### config.mk
export PLATFORM = sky130hd
export DESIGN_NAME = ip_forward_lookup_flat
export DESIGN_NICKNAME = d
export VERILOG_FILES = /design/src/rtl/ifl_pkg.sv /design/src/rtl/ifl_if.sv /design/src/rtl/ifl_match.sv /design/src/rtl/ip_forward_lookup.sv /design/src/flat_wrapper.sv
export SDC_FILE = /design/constraint.sdc
export NUM_CORES = 2
export LEC_CHECK = 0
export BUFFER_PORTS_ARGS = -buffer_cell sky130_fd_sc_hd__buf_2
export CORE_MARGIN = 8
export CORE_UTILIZATION = 30
export CTS_CLUSTER_DIAMETER = 80
export CTS_CLUSTER_SIZE = 10
export DETAILED_ROUTE_END_ITERATION = 7
export MAX_ROUTING_LAYER = met4
export SLEW_MARGIN = 20
export SYNTH_ARGS = -nofsm -noshare
export SYNTH_HDL_FRONTEND = slang
export SYNTH_SLANG_ARGS = --single-unit
### constraint.sdc
create_clock -name i_clk -period 22 [get_ports i_clk]
set_clock_uncertainty 0.1 [all_clocks]
set_input_delay 4.4 -clock i_clk [delete_from_list [all_inputs] [get_ports i_clk]]
set_output_delay 4.4 -clock i_clk [all_outputs]
set_load 0.05 [all_outputs]
### src/rtl/ifl_pkg.sv
// ----------------------------------------------------------------------------
// ifl_pkg
// Types and codes shared by the forwarding lookup block.
// ----------------------------------------------------------------------------
`timescale 1ns / 1ps
`default_nettype none

package ifl_pkg;

    typedef logic [1:0] t_op;
    typedef logic [2:0] t_status;

    localparam t_op OP_LOAD_ROUTE = 2'd0;
    localparam t_op OP_LOAD_NBR   = 2'd1;
    localparam t_op OP_LOAD_PMAC  = 2'd2;
    localparam t_op OP_LOOKUP     = 2'd3;

    localparam t_status ST_LOADED   = 3'd0;
    localparam t_status ST_GATEWAY  = 3'd1;
    localparam t_status ST_DIRECT   = 3'd2;
    localparam t_status ST_NO_ROUTE = 3'd3;
    localparam t_status ST_NBR_MISS = 3'd4;

    typedef struct packed {
        logic [31:0] net;
        logic [31:0] mask;
        logic        gw;
        logic [47:0] mac;
        logic [1:0]  port;
    } t_route_entry;

    typedef struct packed {
        logic [31:0] ip;
        logic [47:0] mac;
    } t_nbr_entry;

endpackage

`default_nettype wire

### src/rtl/ifl_if.sv
// ----------------------------------------------------------------------------
// ifl_if
// Request and response channels of the forwarding lookup block.
// ----------------------------------------------------------------------------
`timescale 1ns / 1ps
`default_nettype none

interface ifl_in_if;
    logic        valid;
    logic        ready;
    logic [1:0]  op;
    logic [3:0]  slot;
    logic [31:0] ip_addr;
    logic [31:0] net_mask;
    logic        via_gateway;
    logic [47:0] mac_addr;
    logic [1:0]  port;

    modport source (output valid, op, slot, ip_addr, net_mask, via_gateway, mac_addr, port,
                    input ready);
    modport sink (input valid, op, slot, ip_addr, net_mask, via_gateway, mac_addr, port,
                  output ready);
endinterface

interface ifl_out_if;
    logic        valid;
    logic        ready;
    logic [2:0]  status;
    logic [47:0] dst_mac;
    logic [47:0] src_mac;
    logic [1:0]  egress_port;
    logic [3:0]  route_index;

    modport source (output valid, status, dst_mac, src_mac, egress_port, route_index,
                    input ready);
    modport sink (input valid, status, dst_mac, src_mac, egress_port, route_index,
                  output ready);
endinterface

`default_nettype wire

### src/rtl/ifl_match.sv
// ----------------------------------------------------------------------------
// ifl_match
// Shared masked equality compare used by both table walks.
// ----------------------------------------------------------------------------
`timescale 1ns / 1ps
`default_nettype none

module ifl_match (
    input  logic [31:0] i_key,
    input  logic [31:0] i_mask,
    input  logic [31:0] i_pattern,
    output logic        o_hit
);

    assign o_hit = ((i_key & i_mask) == i_pattern);

endmodule

`default_nettype wire

### src/rtl/ip_forward_lookup.sv
// A load item moves from idle to S_FIN; its result is registered once the output can take it.
// A lookup walks the route table one slot a cycle through the shared compare unit;
// on a hit it reads the egress port MAC and, for a direct route, walks the neighbor
// table the same way. One item at a time.
// Synchronous active-low reset clears the sequencer, the valid bits and the output valid flag.
// ----------------------------------------------------------------------------
// ip_forward_lookup
// IPv4 forwarding decision over a route table, a neighbor table and port MACs.
// ----------------------------------------------------------------------------
`timescale 1ns / 1ps
`default_nettype none

module ip_forward_lookup
    import ifl_pkg::*;
#(
    parameter int ROUTE_SLOTS = 16,
    parameter int NBR_SLOTS   = 16,
    parameter int PORTS       = 4
) (
    input  logic      i_clk,
    input  logic      i_rst_n,
    ifl_in_if.sink    i_req,
    ifl_out_if.source o_rsp
);

    localparam int RW = $clog2(ROUTE_SLOTS);
    localparam int NW = $clog2(NBR_SLOTS);
    localparam int PW = $clog2(PORTS);
    localparam int CW = (RW > NW) ? RW : NW;

    localparam logic [CW-1:0] RLAST = CW'(ROUTE_SLOTS - 1);
    localparam logic [CW-1:0] NLAST = CW'(NBR_SLOTS - 1);

    localparam logic [2:0] S_IDLE  = 3'd0;
    localparam logic [2:0] S_ROUTE = 3'd1;
    localparam logic [2:0] S_PORT  = 3'd2;
    localparam logic [2:0] S_PCAP  = 3'd3;
    localparam logic [2:0] S_NBR   = 3'd4;
    localparam logic [2:0] S_FIN   = 3'd5;

    t_route_entry m_route [ROUTE_SLOTS];
    t_nbr_entry   m_nbr   [NBR_SLOTS];
    logic [47:0]  m_pmac  [PORTS];

    t_route_entry r_rt_rd;
    t_nbr_entry   r_nb_rd;
    logic [47:0]  r_pm_rd;

    logic [2:0]             r_state, n_state;
    logic [CW-1:0]          r_cnt, n_cnt;
    logic                   r_issue, n_issue;
    logic                   r_chk, n_chk;
    logic                   r_chk_v, n_chk_v;
    logic [CW-1:0]          r_chk_idx, n_chk_idx;
    logic [ROUTE_SLOTS-1:0] r_rvalid, n_rvalid;
    logic [NBR_SLOTS-1:0]   r_nvalid, n_nvalid;
    logic                   r_out_valid, n_out_valid;

    logic [31:0]  r_dst_ip;
    t_route_entry r_hit;
    logic [RW-1:0] r_hit_idx;
    t_status      r_res_status;
    logic [47:0]  r_res_dst;
    logic [47:0]  r_res_src;
    logic [1:0]   r_res_port;
    logic [3:0]   r_res_idx;
    t_status      r_o_status;
    logic [47:0]  r_o_dst;
    logic [47:0]  r_o_src;
    logic [1:0]   r_o_port;
    logic [3:0]   r_o_idx;

    logic          w_acc;
    logic          w_rslot_ok;
    logic          w_nslot_ok;
    logic          w_pslot_ok;
    logic          w_port_ok;
    logic [RW-1:0] w_rwaddr;
    logic [NW-1:0] w_nwaddr;
    logic [PW-1:0] w_pwaddr;
    logic [RW-1:0] w_raddr;
    logic [NW-1:0] w_naddr;
    logic [PW-1:0] w_paddr;
    logic [31:0]   w_mask;
    logic [31:0]   w_pattern;
    logic          w_match;
    logic          w_hit;
    logic          w_last;
    logic          w_fin_go;

    assign i_req.ready = i_rst_n && (r_state == S_IDLE);
    assign w_acc       = i_req.valid && i_req.ready;

    assign w_rslot_ok = (32'(i_req.slot) < 32'(ROUTE_SLOTS));
    assign w_nslot_ok = (32'(i_req.slot) < 32'(NBR_SLOTS));
    assign w_pslot_ok = (32'(i_req.slot) < 32'(PORTS));
    assign w_port_ok  = (32'(r_hit.port) < 32'(PORTS));
    assign w_rwaddr   = RW'(i_req.slot);
    assign w_nwaddr   = NW'(i_req.slot);
    assign w_pwaddr   = PW'(i_req.slot);
    assign w_raddr    = r_cnt[RW-1:0];
    assign w_naddr    = r_cnt[NW-1:0];
    assign w_paddr    = PW'(r_hit.port);

    always_ff @(posedge i_clk) begin
        if (w_acc && (i_req.op == OP_LOAD_ROUTE) && w_rslot_ok) begin
            m_route[w_rwaddr] <= '{net: i_req.ip_addr, mask: i_req.net_mask,
                                   gw: i_req.via_gateway, mac: i_req.mac_addr,
                                   port: i_req.port};
        end
        if (w_acc && (i_req.op == OP_LOAD_NBR) && w_nslot_ok) begin
            m_nbr[w_nwaddr] <= '{ip: i_req.ip_addr, mac: i_req.mac_addr};
        end
        if (w_acc && (i_req.op == OP_LOAD_PMAC) && w_pslot_ok) begin
            m_pmac[w_pwaddr] <= i_req.mac_addr;
        end
        r_rt_rd <= m_route[w_raddr];
        r_nb_rd <= m_nbr[w_naddr];
        r_pm_rd <= m_pmac[w_paddr];
    end

    assign w_mask    = (r_state == S_ROUTE) ? r_rt_rd.mask : 32'hFFFF_FFFF;
    assign w_pattern = (r_state == S_ROUTE) ? r_rt_rd.net : r_nb_rd.ip;

    ifl_match u_match (
        .i_key     (r_dst_ip),
        .i_mask    (w_mask),
        .i_pattern (w_pattern),
        .o_hit     (w_match)
    );

    assign w_hit    = r_chk && r_chk_v && w_match;
    assign w_last   = r_chk && (r_chk_idx == ((r_state == S_ROUTE) ? RLAST : NLAST));
    assign w_fin_go = (r_state == S_FIN) && (!r_out_valid || o_rsp.ready);

    always_comb begin
        n_state     = r_state;
        n_cnt       = r_cnt;
        n_issue     = r_issue;
        n_chk       = 1'b0;
        n_chk_v     = r_chk_v;
        n_chk_idx   = r_chk_idx;
        n_rvalid    = r_rvalid;
        n_nvalid    = r_nvalid;
        n_out_valid = r_out_valid;

        if (o_rsp.ready) begin
            n_out_valid = 1'b0;
        end

        case (r_state)
            S_IDLE: begin
                if (w_acc) begin
                    case (i_req.op)
                        OP_LOAD_ROUTE: begin
                            if (w_rslot_ok) begin
                                n_rvalid[w_rwaddr] = 1'b1;
                            end
                            n_state = S_FIN;
                        end
                        OP_LOAD_NBR: begin
                            if (w_nslot_ok) begin
                                n_nvalid[w_nwaddr] = 1'b1;
                            end
                            n_state = S_FIN;
                        end
                        OP_LOOKUP: begin
                            n_cnt   = '0;
                            n_issue = 1'b1;
                            n_state = S_ROUTE;
                        end
                        default: begin
                            n_state = S_FIN;
                        end
                    endcase
                end
            end
            S_ROUTE, S_NBR: begin
                if (r_issue) begin
                    n_chk     = 1'b1;
                    n_chk_idx = r_cnt;
                    n_chk_v   = (r_state == S_ROUTE) ? r_rvalid[w_raddr] : r_nvalid[w_naddr];
                    if (r_cnt == ((r_state == S_ROUTE) ? RLAST : NLAST)) begin
                        n_issue = 1'b0;
                    end else begin
                        n_cnt = r_cnt + CW'(1);
                    end
                end
                if (w_hit) begin
                    n_chk   = 1'b0;
                    n_issue = 1'b0;
                    n_state = (r_state == S_ROUTE) ? S_PORT : S_FIN;
                end else if (w_last) begin
                    n_chk   = 1'b0;
                    n_issue = 1'b0;
                    n_state = S_FIN;
                end
            end
            S_PORT: begin
                n_state = S_PCAP;
            end
            S_PCAP: begin
                if (r_hit.gw) begin
                    n_state = S_FIN;
                end else begin
                    n_cnt   = '0;
                    n_issue = 1'b1;
                    n_state = S_NBR;
                end
            end
            S_FIN: begin
                if (w_fin_go) begin
                    n_out_valid = 1'b1;
                    n_state     = S_IDLE;
                end
            end
            default: begin
                n_state = S_IDLE;
            end
        endcase
    end

    always_ff @(posedge i_clk) begin
        if (!i_rst_n) begin
            r_state     <= S_IDLE;
            r_cnt       <= '0;
            r_issue     <= 1'b0;
            r_chk       <= 1'b0;
            r_chk_v     <= 1'b0;
            r_chk_idx   <= '0;
            r_rvalid    <= '0;
            r_nvalid    <= '0;
            r_out_valid <= 1'b0;
        end else begin
            r_state     <= n_state;
            r_cnt       <= n_cnt;
            r_issue     <= n_issue;
            r_chk       <= n_chk;
            r_chk_v     <= n_chk_v;
            r_chk_idx   <= n_chk_idx;
            r_rvalid    <= n_rvalid;
            r_nvalid    <= n_nvalid;
            r_out_valid <= n_out_valid;
        end
    end

    always_ff @(posedge i_clk) begin
        case (r_state)
            S_IDLE: begin
                r_dst_ip     <= i_req.ip_addr;
                r_res_status <= ST_LOADED;
                r_res_dst    <= '0;
                r_res_src    <= '0;
                r_res_port   <= '0;
                r_res_idx    <= '0;
            end
            S_ROUTE: begin
                if (w_hit) begin
                    r_hit     <= r_rt_rd;
                    r_hit_idx <= r_chk_idx[RW-1:0];
                end else if (w_last) begin
                    r_res_status <= ST_NO_ROUTE;
                end
            end
            S_PCAP: begin
                r_res_src    <= w_port_ok ? r_pm_rd : 48'd0;
                r_res_port   <= r_hit.port;
                r_res_idx    <= 4'(r_hit_idx);
                r_res_status <= r_hit.gw ? ST_GATEWAY : ST_NBR_MISS;
                r_res_dst    <= r_hit.gw ? r_hit.mac : 48'd0;
            end
            S_NBR: begin
                if (w_hit) begin
                    r_res_status <= ST_DIRECT;
                    r_res_dst    <= r_nb_rd.mac;
                end
            end
            default: begin
            end
        endcase
        if (w_fin_go) begin
            r_o_status <= r_res_status;
            r_o_dst    <= r_res_dst;
            r_o_src    <= r_res_src;
            r_o_port   <= r_res_port;
            r_o_idx    <= r_res_idx;
        end
    end

    assign o_rsp.valid       = r_out_valid;
    assign o_rsp.status      = r_o_status;
    assign o_rsp.dst_mac     = r_o_dst;
    assign o_rsp.src_mac     = r_o_src;
    assign o_rsp.egress_port = r_o_port;
    assign o_rsp.route_index = r_o_idx;

endmodule

`default_nettype wire

### src/flat_wrapper.sv
// flat-port wrapper written by rule: the top's interface ports become plain ports
module ip_forward_lookup_flat import ifl_pkg::*;
#(
    parameter int ROUTE_SLOTS = 16,
    parameter int NBR_SLOTS   = 16,
    parameter int PORTS       = 4
)
  (i_clk, i_rst_n, i_req_valid, i_req_op, i_req_slot, i_req_ip_addr, i_req_net_mask, i_req_via_gateway, i_req_mac_addr, i_req_port, i_req_ready, o_rsp_valid, o_rsp_status, o_rsp_dst_mac, o_rsp_src_mac, o_rsp_egress_port, o_rsp_route_index, o_rsp_ready);
  ifl_in_if i_req_i ();
  ifl_out_if o_rsp_i ();
  input  logic i_clk;
  input  logic i_rst_n;
  input wire logic [$bits(i_req_i.valid)-1:0] i_req_valid;
  input wire logic [$bits(i_req_i.op)-1:0] i_req_op;
  input wire logic [$bits(i_req_i.slot)-1:0] i_req_slot;
  input wire logic [$bits(i_req_i.ip_addr)-1:0] i_req_ip_addr;
  input wire logic [$bits(i_req_i.net_mask)-1:0] i_req_net_mask;
  input wire logic [$bits(i_req_i.via_gateway)-1:0] i_req_via_gateway;
  input wire logic [$bits(i_req_i.mac_addr)-1:0] i_req_mac_addr;
  input wire logic [$bits(i_req_i.port)-1:0] i_req_port;
  output wire logic [$bits(i_req_i.ready)-1:0] i_req_ready;
  output wire logic [$bits(o_rsp_i.valid)-1:0] o_rsp_valid;
  output wire logic [$bits(o_rsp_i.status)-1:0] o_rsp_status;
  output wire logic [$bits(o_rsp_i.dst_mac)-1:0] o_rsp_dst_mac;
  output wire logic [$bits(o_rsp_i.src_mac)-1:0] o_rsp_src_mac;
  output wire logic [$bits(o_rsp_i.egress_port)-1:0] o_rsp_egress_port;
  output wire logic [$bits(o_rsp_i.route_index)-1:0] o_rsp_route_index;
  input wire logic [$bits(o_rsp_i.ready)-1:0] o_rsp_ready;
  assign i_req_i.valid = i_req_valid;
  assign i_req_i.op = i_req_op;
  assign i_req_i.slot = i_req_slot;
  assign i_req_i.ip_addr = i_req_ip_addr;
  assign i_req_i.net_mask = i_req_net_mask;
  assign i_req_i.via_gateway = i_req_via_gateway;
  assign i_req_i.mac_addr = i_req_mac_addr;
  assign i_req_i.port = i_req_port;
  assign i_req_ready = i_req_i.ready;
  assign o_rsp_valid = o_rsp_i.valid;
  assign o_rsp_status = o_rsp_i.status;
  assign o_rsp_dst_mac = o_rsp_i.dst_mac;
  assign o_rsp_src_mac = o_rsp_i.src_mac;
  assign o_rsp_egress_port = o_rsp_i.egress_port;
  assign o_rsp_route_index = o_rsp_i.route_index;
  assign o_rsp_i.ready = o_rsp_ready;
  ip_forward_lookup #(.ROUTE_SLOTS(ROUTE_SLOTS), .NBR_SLOTS(NBR_SLOTS), .PORTS(PORTS)) u_core (.i_clk(i_clk), .i_rst_n(i_rst_n), .i_req(i_req_i), .o_rsp(o_rsp_i));
endmodule
# --- After elaboration in Yosys (flattened, before gate mapping) ---
# Memory sizes are Yosys's and may differ from the RTL's. A register that Yosys moved wholly into a read port is not among the register bits.
# Index checks and enable logic that the tools add are counted.
op_classes:
  add_sub_neg: 1
  order_cmp: 4
  n_eq_ne: 21
  mux: 52
  n_bitwise: 5
  n_reduce_logical: 30
op_table:
  columns: ["op", "n"]
  rows:
  - ["case mux 48 bit (3 select lines)", 1]
  - ["2-to-1 mux 48 bit", 2]
  - ["case mux 48 bit (2 select lines)", 1]
  - ["2-to-1 mux 32 bit", 2]
  - ["AND 32 bit", 1]
  - ["== test 32 bit", 1]
  - ["bitwise OR 16 bit", 2]
  - ["2-to-1 mux 3 bit", 10]
  - ["2-to-1 mux 1 bit", 22]
  - ["2-to-1 mux 4 bit", 5]
  - ["case mux 3 bit (5 select lines)", 1]
  - ["case mux 3 bit (4 select lines)", 1]
  - ["case mux 4 bit (3 select lines)", 1]
  - ["logical AND 1 bit", 11]
  - ["< comparator 4 x 5 -> 1 bit, second input constant", 2]
  - ["!= test 2 x 1 -> 1 bit, second input constant", 5]
  - ["AND reduction 3 bit", 3]
  - ["binary-select mux 1 bit (select 4 bit)", 2]
  - ["== test 4 bit, second input constant", 2]
  - ["!= test 2 bit, second input constant", 4]
  - ["case mux 4 bit (2 select lines)", 1]
  - ["AND reduction 4 bit", 2]
  - ["== test 3 x 2 -> 1 bit, second input constant", 2]
  - ["== test 3 bit, second input constant", 2]
  - ["22 further kinds", 27]
word_totals:
  regBits: 344
  ramBits: 3312
  in_bits: 125
  output_inout_bits: 107
  wordCells: 140
  n_memories: 3
mem_list:
  columns: ["memory", "depth", "width", "read_ports", "rd_clocked_by_memory_dff", "write_ports", "line", "text"]
  rows:
  - ["u_core.m_route", 16, 115, 1, 1, 1, "ip_forward_lookup.sv:41", "t_route_entry m_route [ROUTE_SLOTS];"]
  - ["u_core.m_nbr", 16, 80, 1, 1, 1, "ip_forward_lookup.sv:42", "t_nbr_entry m_nbr [NBR_SLOTS];"]
  - ["u_core.m_pmac", 4, 48, 1, 1, 1, "ip_forward_lookup.sv:43", "logic [47:0] m_pmac [PORTS];"]

# --- Longest topological paths before layout ---
logic_depth:
  ltp_word: 7
  mapped_depth: 10
  mapped_depth_nobuf: 8

# --- Cells and area by module ---
# From an unflattened synthesis, not the netlist that was laid out.
unflattened:
  hier_cells: 5887
  area_unflattened_um2: 142111.3
modules_own_cells:
  columns: ["mod", "instances", "cells_per_inst", "area_each_um2", "seq_area_each_um2"]
  rows:
  - ["ip_forward_lookup", 1, 5802, 141513.2, 114179.5]
  - ["ifl_match", 1, 85, 598.1, 0.0]

# --- Worst setup path after synthesis ---
# OpenSTA, ideal clock, no wires.
synth_timing:
  path_type: "input port to flip-flop"
  startpoint: "input i_rst_n"
  endpoint: "memory u_core.m_route[3][0] (netlist bit) (enable)"
  setup_ps: 874
  t_arrival_ps: 16297
  required_time_ps: 21026
  path_slack_ps: 4728
  stages: 4
  n_path_buf: 0
  path_cell_list: "and2_1 -> nand2_1 -> or3_1 -> nor4_1"
synth_via:
  elab_chain_cells: 5
synth_rtl:
  columns: ["element", "line", "text"]
  rows:
  - ["start, declared", "flat_wrapper.sv:12", "input logic i_rst_n;"]
  - ["logical AND 1 bit", "ip_forward_lookup.sv:91", "assign i_req.ready = i_rst_n && (r_state == S_IDLE);"]
  - ["logical AND 1 bit", "ip_forward_lookup.sv:92", "assign w_acc = i_req.valid && i_req.ready;"]
  - ["logical AND 1 bit", "ip_forward_lookup.sv:106", "if (w_acc && (i_req.op == OP_LOAD_ROUTE) && w_rslot_ok) begin"]
  - ["2-to-1 mux 1 bit", "ip_forward_lookup.sv:106", null]
  - ["2-to-1 mux 1 bit (not written as such)", "ip_forward_lookup.sv:107", "m_route[w_rwaddr] <= '{net: i_req.ip_addr, mask: i_req.net_mask,"]
  - ["end, declared", "ip_forward_lookup.sv:41", null]
# No other way between the ends.

# --- Final worst setup path ---
layout_timing:
  startpoint: "input i_rst_n"
  endpoint: "output i_req_ready"
layout_via:
  elab_chain_cells: 1
layout_rtl:
  columns: ["element", "line", "text"]
  rows:
  - ["logical AND 1 bit", "ip_forward_lookup.sv:91", null]
  - ["end, declared", "flat_wrapper.sv:21", "output wire logic [$bits(i_req_i.ready)-1:0] i_req_ready;"]
# No other way between the ends.

==> metrics.txt <==
final period utilization 0.466; WS Path Type primary input to output pin; Fin. Hold Viols 0; CP Max Fanout 48; RSZ-0062 raised after global routing no; fill cell count 42900; critical path arrival about 5.8 ns; Worst VDD drop roughly 0.080 mV; Final Power roughly 16 mW; ys async rst share 0; Final Non-Filler Cells 12900; Synth area leader edfxtp_1; initial drt markers between 7000 and 8000; DRC errors left 0; Avg Cell Area, Syn ~25 µm²; layout cells sized above 1 0.287; Pwr Density between 90 and 100 nW/µm²; Layout Nets 6428; MaxCap Viol Count 0; flops & latches, synth around 4000; first-pass GRT wire length between 400 and 500 mm; CTS Buffer Depth 4; Final GP Congestion between 0.8 and 0.9; area growth from synthesis to layout 15.6%; placed cells around 12000; setup slack, reg-to-reg roughly 16 ns; Design Area, Final between 150000 and 200000 µm²; synthesized net count a little under 6000; EDFF count, synth around 3600; Post-Syn Area 142000 µm²; Post-CTS Setup Repair Bufs 0; worst-margin pin slew approximately 1.1 ns; status completed; Rel. slew slack 0.243; Hold Path Class flip-flop to flip-flop; placed instance area 151000 µm²; Final TNS setup 0 ns; PortBufs between 200 and 250; Fmax achieved 97.6 MHz; CTS tree done; GRT Util Overall 0.143; core area about 470000 µm²; number of global-route vias before repair about 66000; initial antenna violation count between 100 and 150; Ys Warns 0; initial core utilization 0.301; FF-to-FF End u_core.r_nb_rd[77]; max-slew violations 0; TritonCTS buffer count around 430; post-route minimum period 10.25 ns; Via density 4.95; Hold Worst Slack 0.289 ns; Finish-stage setup viols 0; Yosys cell types 56; crit path launch i_rst_n; Clock Sinks just under 4000; FF-to-FF path depth 8; Post-synth top flop edfxtp_1; Finished Core Util 0.348; DR WL/cell approximately 27 µm; via count 64000; Pre-antenna DRT Iters 6; H-tree Lvls 5; Setup crit end kind output pin; WHS Path Cells 0; worst skew pair latency 1.00 ns; CTS Hold Bufs 0; DRT antenna net count 0; Post-Place Worst Slack approximately 12 ns; Die W about 700 µm; row cnt ~250; setup ws final roughly 12 ns; Post-Route WL between 300 and 400 mm; Die Y about 700 µm; worst path required time 17.50 ns; Remaining Overflow, GRT 0; Worst Hold Endpoint u_core.r_hit[8]; most area-consuming cells after synthesis edfxtp_1 76%, mux4_2 16%, dfxtp_1 4.1%; hold wc startpoint u_core.r_rt_rd[8]; largest net degree at the start of global routing around 160; reg2reg start u_core.r_cnt[0]; Final HPWL DP 199 mm; register area share after synthesis 0.806; Die Area about 490000 µm²; Post-CTS Resized 0; root buffer cell clkbuf_16; leakage power 49.2 nW; Post-Synthesis Cells between 5000 and 6000; I/O pins 232; CTS clk-pin slew, worst paths about 0.05 ns; crit start category primary input; Yosys top cell area share 0.765
-- cells in the mapped netlist, types with 4 or more instances --
| cell type | n |
|---|---|
| xor2_1 | 4 |
| a22o_1 | 48 |
| o21ai_0 | 11 |
| dfxtp_1 | 290 |
| mux2_2 | 4 |
| inv_1 | 41 |
| nor2b_1 | 30 |
| nand3_1 | 14 |
| nand4_1 | 5 |
| a21oi_1 | 38 |
| mux2i_1 | 38 |
| nor2_1 | 47 |
| nand2_1 | 69 |
| o2111ai_1 | 4 |
| and2_1 | 59 |
| mux4_2 | 1013 |
| nor3_1 | 8 |
| nand2b_1 | 22 |
| edfxtp_1 | 3609 |
| nand3b_1 | 6 |
| or3_1 | 5 |
| a31oi_1 | 4 |
| o22ai_1 | 21 |
| buf_1 | 79 |
| a21boi_0 | 6 |
| a211oi_1 | 22 |
| nor4_1 | 9 |
| o21a_1 | 33 |
| clkbuf_1 | 186 |
| buf_2 | 9 |
-- power by group --
| part | total (mW) | internal, mW | leakage, nW | switching, mW |
|---|---|---|---|---|
| clock | 6.53 | 3.73 | 6.00 | 2.79 |
| combinational | 1.31 | 0.517 | 8.15 | 0.793 |
| sequential | 8.55 | 8.39 | 35.1 | 0.154 |
| total | 16.4 | 12.6 | 49.2 | 3.74 |
-- how the worst max path moves through the flow --
stage,end,slack (ns),depth (start not counted)
6_report,i_req_ready,11.75,3
5_1_grt,i_req_ready,11.68,3
4_1_cts,i_req_ready,11.78,3
3_5_place_dp,i_req_ready,11.78,3
3_3_place_gp,i_req_ready,11.80,3
2_1_floorplan,u_core.m_route[3][0],4.73,4
-- cell usage in the layout (no fill, tap or decap), drive strengths merged, types with 3 or more instances in the layout --
cell type and n:
nand3b 6, a22o 48, a31oi 4, or3 5, nor2b 30, mux4 1013
nand2 69, xnor2 3, nand3 14, o211ai 3, mux2 5, xor2 4
edfxtp 3609, nand2b 22, a2111oi 3, nor2 47, clkbuf 758, o2111ai 4
a21oi 38, buf 366, nor3 8, and2 59, or2 3, o21a 33
nor4 9, diode 43, nand4 5, a211oi 22, a21boi 6, or4 4
o22ai 21, a221oi 3, inv 53, mux2i 38, o21ai 12, clkinv 15
dfxtp 290
-- flip-flops by register name, indices dropped and copies added (netlist names), 3 cells and up --
name,flops
u_core.r_rt_rd,115
u_core.o_rsp.route_index,4
u_core.o_rsp.src_mac,48
u_core.r_res_src,48
u_core.m_route,1840
u_core.r_res_dst,48
u_core.r_res_status,3
u_core.r_cnt,4
u_core.r_dst_ip,32
u_core.r_chk_idx,4
u_core.r_rvalid,16
u_core.m_pmac,192
u_core.r_nb_rd,80
u_core.r_pm_rd,48
u_core.r_hit,49
u_core.r_nvalid,16
u_core.m_nbr,1280
u_core.o_rsp.dst_mac,48
u_core.r_res_idx,4
u_core.r_state,3
u_core.o_rsp.status,3
u_core.r_hit_idx,4
-- final cells by class --
type                       count  area (µm²)  share of cell area
sequential                  3899      114000               0.697
multi-input combinational   1562       26700               0.163
clock buffer                 758       12200              0.0744
tap                         6223        7790              0.0475
timing repair buffer         366        2290              0.0140
clock inverter                28         483             0.00295
inverter                      41         154            0.000939
antenna                       43         108            0.000657
-- logic make-up after synthesis --
family,after synthesis,synth area share
AOI/OAI and AO/OA,211,0.0108
xor gates and xnor gates,7,0.000433
adders and majority gates,1,0.0000883
buffers and inverters,315,0.00842
DFF,3899,0.806
muxes,1056,0.164
and+or+nand+nor,287,0.0106
-- critical path, stage by stage --
cell,delay (ns)
buf_2,0.68
and2_1,0.29
buf_2,0.36
-- layer usage --
layer	global-route usage	vias up	part of all wire
met5	-	-	0
met4	0.0306	0	0.022
met3	0.0290	541	0.086
met2	0.221	2851	0.47
met1	0.198	34800	0.42
li1	-	25800	-
(Power assumes the default switching activity.)
